[src/hdl/ctc_pkg.sv]
// Shared types and constants for the column truncation compressor.
`default_nettype none

package ctc_pkg;

    // Fixed field widths of the stream words and configuration port
    localparam int BIN_W      = 32;
    localparam int CODE_W     = 4;
    localparam int CNT_W      = 11;
    localparam int HEIGHT_W   = 11;
    localparam int S_TDATA_W  = 32;
    localparam int M_TDATA_W  = 32;
    localparam int CFG_IDX_W  = 1;
    localparam int CFG_DATA_W = 11;

    // Configuration register indexes
    localparam logic [CFG_IDX_W-1:0] REG_COMPRESSION_ON = 1'd0;
    localparam logic [CFG_IDX_W-1:0] REG_COLUMN_HEIGHT  = 1'd1;

    // Register reset values
    localparam logic [HEIGHT_W-1:0] HEIGHT_DEFAULT = 11'd256;

    // Result buffer geometry
    localparam int FIFO_DEPTH = 4;
    localparam int FIFO_AW    = 2;
    localparam int FIFO_CW    = 3;

    // One result word, last field in the lowest bits
    typedef struct packed {
        logic                over_length;
        logic [CNT_W-1:0]    keep_count;
        logic [CNT_W-1:0]    keep_first;
        logic [CODE_W-1:0]   trunc_code;
    } result_t;

endpackage

`default_nettype wire

[src/hdl/ctc_out_fifo.sv]
// Small result buffer between the decision stage and the result channel.
`default_nettype none

module ctc_out_fifo (
    input  wire logic                       aclk,
    input  wire logic                       aresetn,
    input  wire logic                       push,
    input  wire ctc_pkg::result_t           push_data,
    input  wire logic                       pop,
    output ctc_pkg::result_t                head_data,
    output logic                            not_empty,
    output logic [ctc_pkg::FIFO_CW-1:0]     fill
);
    import ctc_pkg::*;

    result_t              fifo_mem [FIFO_DEPTH];
    logic [FIFO_AW-1:0]   wr_ptr_reg;
    logic [FIFO_AW-1:0]   rd_ptr_reg;
    logic [FIFO_CW-1:0]   cnt_reg;
    logic                 do_pop;

    assign do_pop = pop && (cnt_reg != '0);

    // Store pushed words
    always_ff @(posedge aclk) begin
        if (push) begin
            fifo_mem[wr_ptr_reg] <= push_data;
        end
    end

    // Advance pointers and fill count
    always_ff @(posedge aclk) begin
        if (!aresetn) begin
            wr_ptr_reg <= '0;
            rd_ptr_reg <= '0;
            cnt_reg    <= '0;
        end else begin
            if (push) begin
                wr_ptr_reg <= wr_ptr_reg + FIFO_AW'(1);
            end
            if (do_pop) begin
                rd_ptr_reg <= rd_ptr_reg + FIFO_AW'(1);
            end
            if (push && !do_pop) begin
                cnt_reg <= cnt_reg + FIFO_CW'(1);
            end else if (!push && do_pop) begin
                cnt_reg <= cnt_reg - FIFO_CW'(1);
            end
        end
    end

    assign head_data = fifo_mem[rd_ptr_reg];
    assign not_empty = (cnt_reg != '0);
    assign fill      = cnt_reg;

endmodule

`default_nettype wire

[config.mk]
export PLATFORM = sky130hd
export DESIGN_NAME = ctc_out_fifo
export DESIGN_NICKNAME = d
export VERILOG_FILES = /design/src/hdl/ctc_pkg.sv /design/src/hdl/ctc_out_fifo.sv
export SDC_FILE = /design/constraint.sdc
export NUM_CORES = 1
export LEC_CHECK = 0
export ABC_AREA = 1
export BUFFER_PORTS_ARGS = -buffer_cell sky130_fd_sc_hd__buf_2
export CAP_MARGIN = 20
export CORE_UTILIZATION = 59
export CTS_BUF_LIST = sky130_fd_sc_hd__clkbuf_4 sky130_fd_sc_hd__clkbuf_8
export DETAILED_ROUTE_END_ITERATION = 6
export PLACE_DENSITY = 0.87
export SYNTH_ARGS = -nofsm -noshare
export SYNTH_HDL_FRONTEND = slang
export SYNTH_SLANG_ARGS = --single-unit
[constraint.sdc]
create_clock -name aclk -period 1.7 [get_ports aclk]
set_input_delay 0.17 -clock aclk [delete_from_list [all_inputs] [get_ports aclk]]
set_output_delay 0.17 -clock aclk [all_outputs]
set_load 0.005 [all_outputs]
* After elaboration in Yosys (flattened, before gate mapping)
Memory sizes are Yosys's and may differ from the RTL's. A register that Yosys moved wholly into a read port is not among the register bits.
Cells that the tools add are included.
** Word-level totals
- Input port bits :: 31
- Logic and storage cells :: 21
- RAM bits :: 108
- Bits in registers :: 7
- Memories kept :: 1
** Cells by class
- Muxes and demuxes :: 6
- Reduce and logical (&&, ||, !) cells :: 7
- $add $sub $neg :: 4
** Memories
- fifo_mem :: words 4, bits a word 27, rd ports 1, clocked after memory_dff 1, write ports 1, RTL line ctc_out_fifo.sv:16 : result_t fifo_mem [FIFO_DEPTH];
** Operators with widths (count)
- $mux 3 :: 2
- $add 2x1->2 const B :: 2
- $mux 2 :: 2
- $add 3x1->3 const B :: 1
- $logic_and 1x1->1 :: 3
- $reduce_bool 3->1 :: 1
- $sub 3x1->3 const B :: 1
- $logic_not 1->1 :: 2
- $mux 1 :: 2
- $reduce_bool 2->1 :: 1

* Logic depth before layout (Yosys ltp)
- Depth after elaboration :: 5
- Gate-level depth with buffers :: 12

* Least setup slack after synthesis
Ideal clock, no wire load.
- Kind :: register -> register
- Start point :: register cnt_reg[0] (netlist: fill[0])
- End point :: register cnt_reg[1] (netlist: fill[1])
- Arrival :: 1.514 ns
- Stages on the path, launching flop included :: 9
- Setup slack :: 0.070 ns
- Buffers on the path :: 0
- Clock period less this slack :: 1.630 ns
- Cell sequence :: dfxtp_1 -> nor2_1 -> nand2_1 -> nand2_1 -> ha_1 -> inv_1 -> fa_1 -> o21ai_0 -> nor2_1
** On the way
- Longest elaborated chain between the ends :: 5
- Elaborated cells between the ends (all ways) :: 10
- Those cells by class :: add/sub: 2; mux: 2; reduce/logical: 6
** RTL lines
- from (decl) :: RTL line ctc_out_fifo.sv:19 : logic [FIFO_CW-1:0] cnt_reg;
- from (signal assigned) :: RTL line ctc_out_fifo.sv:45 : cnt_reg <= cnt_reg + FIFO_CW'(1);
- from (signal assigned) :: RTL line ctc_out_fifo.sv:47 : cnt_reg <= cnt_reg - FIFO_CW'(1);
- $reduce_bool 3->1 *
- via not_empty :: RTL line ctc_out_fifo.sv:11 : output logic not_empty,
- $logic_and 1x1->1 * :: RTL line ctc_out_fifo.sv:22 : assign do_pop = pop && (cnt_reg != '0);
- $logic_not 1->1 :: RTL line ctc_out_fifo.sv:44 : if (push && !do_pop) begin
- $logic_and 1x1->1 :: RTL line ctc_out_fifo.sv:44
- $mux 3 / $reduce_bool 2->1 (equally long branches)
The timed path passes the listed nets; every way through them passes the cells marked *. The select of a mux whose other input is x is not followed.
A chain may end at the register's enable or synchronous reset.

==> out/qor.csv <==
stage,metric,value,unit
detailed_routing,remaining_drc_errors,0,
yosys,synth_area,0.004511,mm^2
final_layout,largest_reg_flops,108,
setup_path,arrival,1.57,ns
run_status,outcome,"complete, but fails checks",
clock_tree,clk_pin_slew_worst_paths,0.06,ns
clock_tree,cts-root-buf,clkbuf_8,
detailed_routing,routed_wirelength,10830,um
global_route,grt_pass1_wl,13780,um
clock_tree,clock_latency,0.43,ns
sta,finalHoldViolCount,0,
floorplanning,ioPinCount,62,
placed_design,hpwl,5175,um
placed_design,place_ws,-0.03617,ns
final_layout,drive_gt1_frac,0.3753,
final_layout,final_common_cell,edfxtp_1,
detailed_routing,vias,3207,
final_layout,final_cell_mix,"edfxtp_1, buf_2, nor2_1",
floorplanning,start_util,0.6153,
power,power,0.008321,W
clock_tree,cts_tree,built,
min_path,hp-class,input port to flip-flop,
sta,fin_crit_sh,1.025,
placed_design,portBuffers,61,
yosys,synthCells,323,
job,cap_violations,0,
power,p_per_area,1384,mW/mm^2
yosys,synth_nets,360,
floorplanning,die_y,89.44,um
final_layout,nets,477,
yosys,avgSynthCellArea,13.96,um^2
power,clockPowerShare,0.302,
yosys,synth_top_area_share,0.7190,
floorplanning,die_x,89.44,um
global_route,antenna_found_initial,0,
sta,rsz0062_at_grt,true,
power,p_switching,0.002481,W
clock_tree,clock_path_buffers,2,
setup_path,critPathLaunchType,flip-flop,
sta,fmax,0.5739,GHz
yosys,synth.yosys.warnings,0,
setup_path,crit_required,1.53,ns
clock_tree,cts.htree.levels,4,
setup_path,cpMaxStageDelayCell,dfxtp_4,
sta,fin_crit,1.742,ns
power,p_int,0.005840,W
run_status,violations,setup timing,
floorplanning,dieArea,0.007999,mm^2
placed_design,gp_congestion,0.7253,
sta,final-max-slew-violation-count,0,
power,pwr-share-seq,0.413,
power,swShare,0.2982,
final_layout,diodes,0,
setup_path,crit_chain,"buf_12, buf_8, o21ai_0, o22ai_1, buf_2",
setup_path,worst_setup_path_end_kind,output pin,
sta,clock_skew,0.01236,ns
global_route,grt_pass1_vias,2950,
detailed_routing,drt_iter0_drc,282,
detailed_routing,wl_per_cell,19.62,um
clock_tree,cts_made_buffers,17,
yosys,yosysTopAreaCell,edfxtp_1,
yosys,synth_area_leaders,"edfxtp_1, nor2_1, dfxtp_1",
clock_tree,cts_sinks,117,
final_layout,seqCellArea,0.003435,mm^2
setup_path,critPathKind,flip-flop to output pin,
detailed_routing,dr.pass1.iters,5,
detailed_routing,final_antenna_net_count,0,
sta,worstMarginPinSlew,0.3075,ns
detailed_routing,vias_per_cell,5.810,
setup_path,critical_path.top_delay_family,buffers and inverters,
yosys,ys_types,19,
setup_path,crit_fanout,7,
final_layout,largest-register,fifo_mem,
final_layout,multi_input_area,0.001074,mm^2
final_layout,final_cells,552,
yosys,synth_seq_cells,117,
final_layout,fillCellCount,341,
power,vdd_ir_drop_max,0.9199,mV
yosys,synth_seq_area_share,0.7589,
global_route,grt_usage,0.2509,
sta,setup_ws,-0.04248,ns
sta,max_slew_margin,0.7950,
sta,tns,-0.1383,ns
global_route,grt_max_degree,55,
final_layout,syn_to_final_growth,33.29,%
placed_design,dp_cells,483,
power,combPwrFrac,0.285,
final_layout,fin_util,0.8201,
setup_path,path_buf_inv,3,
setup_path,critPathMaxStageDelay,0.36,ns
floorplanning,rows,31,
floorplanning,core,0.007331,mm^2
sta,setup_viol,6,
power,p_leak,2.257,nW
global_route,grt-ovfl-total,0,
==> worst min-delay path: stages <==
cell and delay, ns:
buf_2 0.13, nand2_1 0.07, nor2_1 0.04
==> through the flow <==
step	hold slack [ns]	area [um^2]
after floorplan	0.2689	4511
after global placement	0.3815	4926
after detailed placement	0.3849	4926
after CTS	0.01989	5647
after global routing	0.02783	6012
final	0.03068	6012
==> layout make-up <==
class                      instances  area share
timing repair inverter             1    0.002706
multi-input combinational        174      0.1786
inverter                          16     0.01561
sequential                       117      0.5713
clock buffer                      23     0.04953
tap                               99     0.02060
timing repair buffer             113      0.1448
clock inverter                     9     0.01686
==> repair_timing <==
action | CTS | global route
endpoints found under the setup margin | 29 | 21
cloned | 0 | 4
endpoints found under the hold margin | 108 | 0
buffers inserted | 3 | 3
hold buffers | 27 | 0
gates resized for setup | 11 | 85
pin swaps | 0 | 28
==> layer usage <==
metal	up-vias	routed length (um)	GRT usage	share of wire
li1	1427	-	-	-
met1	1565	4251	0.2946	0.39
met2	194	5523	0.4108	0.51
met3	21	820	0.08772	0.076
met4	0	234	0.1299	0.022
met5	-	0	0	0
==> cells in the mapped netlist <==
| master | number |
|---|---|
| edfxtp_1 | 108 |
| nor2_1 | 60 |
| o21ai_0 | 34 |
| o22ai_1 | 27 |
| o21ai_1 | 23 |
| nand2_1 | 15 |
| inv_1 | 14 |
| buf_6 | 10 |
| dfxtp_1 | 9 |
| a21oi_1 | 5 |
| ha_1 | 5 |
| buf_2 | 4 |
| nand3_1 | 3 |
| buf_4 | 1 |
| clkbuf_4 | 1 |
| clkinv_4 | 1 |
| fa_1 | 1 |
| inv_8 | 1 |
| xor2_1 | 1 |
==> worst paths after layout <==
check	cells past startpoint	slack, ns	end	startpoint
min	3	0.03	fill[2]	aresetn
max reg2reg	12	0	fill[2]	fill[1]
max	5	-0.04	head_data[19]	flip-flop
min reg2reg	2	0.51	flip-flop	rd_ptr_reg[0]
==> cells by family after synthesis <==
family,share of synthesized area
simple gates,0.06574
fa+ha+maj,0.01831
flops,0.7589
buf+inv,0.04882
compound gates,0.1062
xor+xnor,0.001942
==> power by group through the flow <==
stage / registers [W] / clock network (W) / logic [W]
after global routing: 0.00344 / 0.00265 / 0.00254
final: 0.00343 / 0.00252 / 0.00237
after global placement: 0.00349 / 0 / 0.00151
after CTS: 0.00345 / 0.00248 / 0.00172
after floorplan: 0.00345 / 0 / 0.00107
after detailed placement: 0.00350 / 0 / 0.00158
Power figures use the tool's default switching activity.
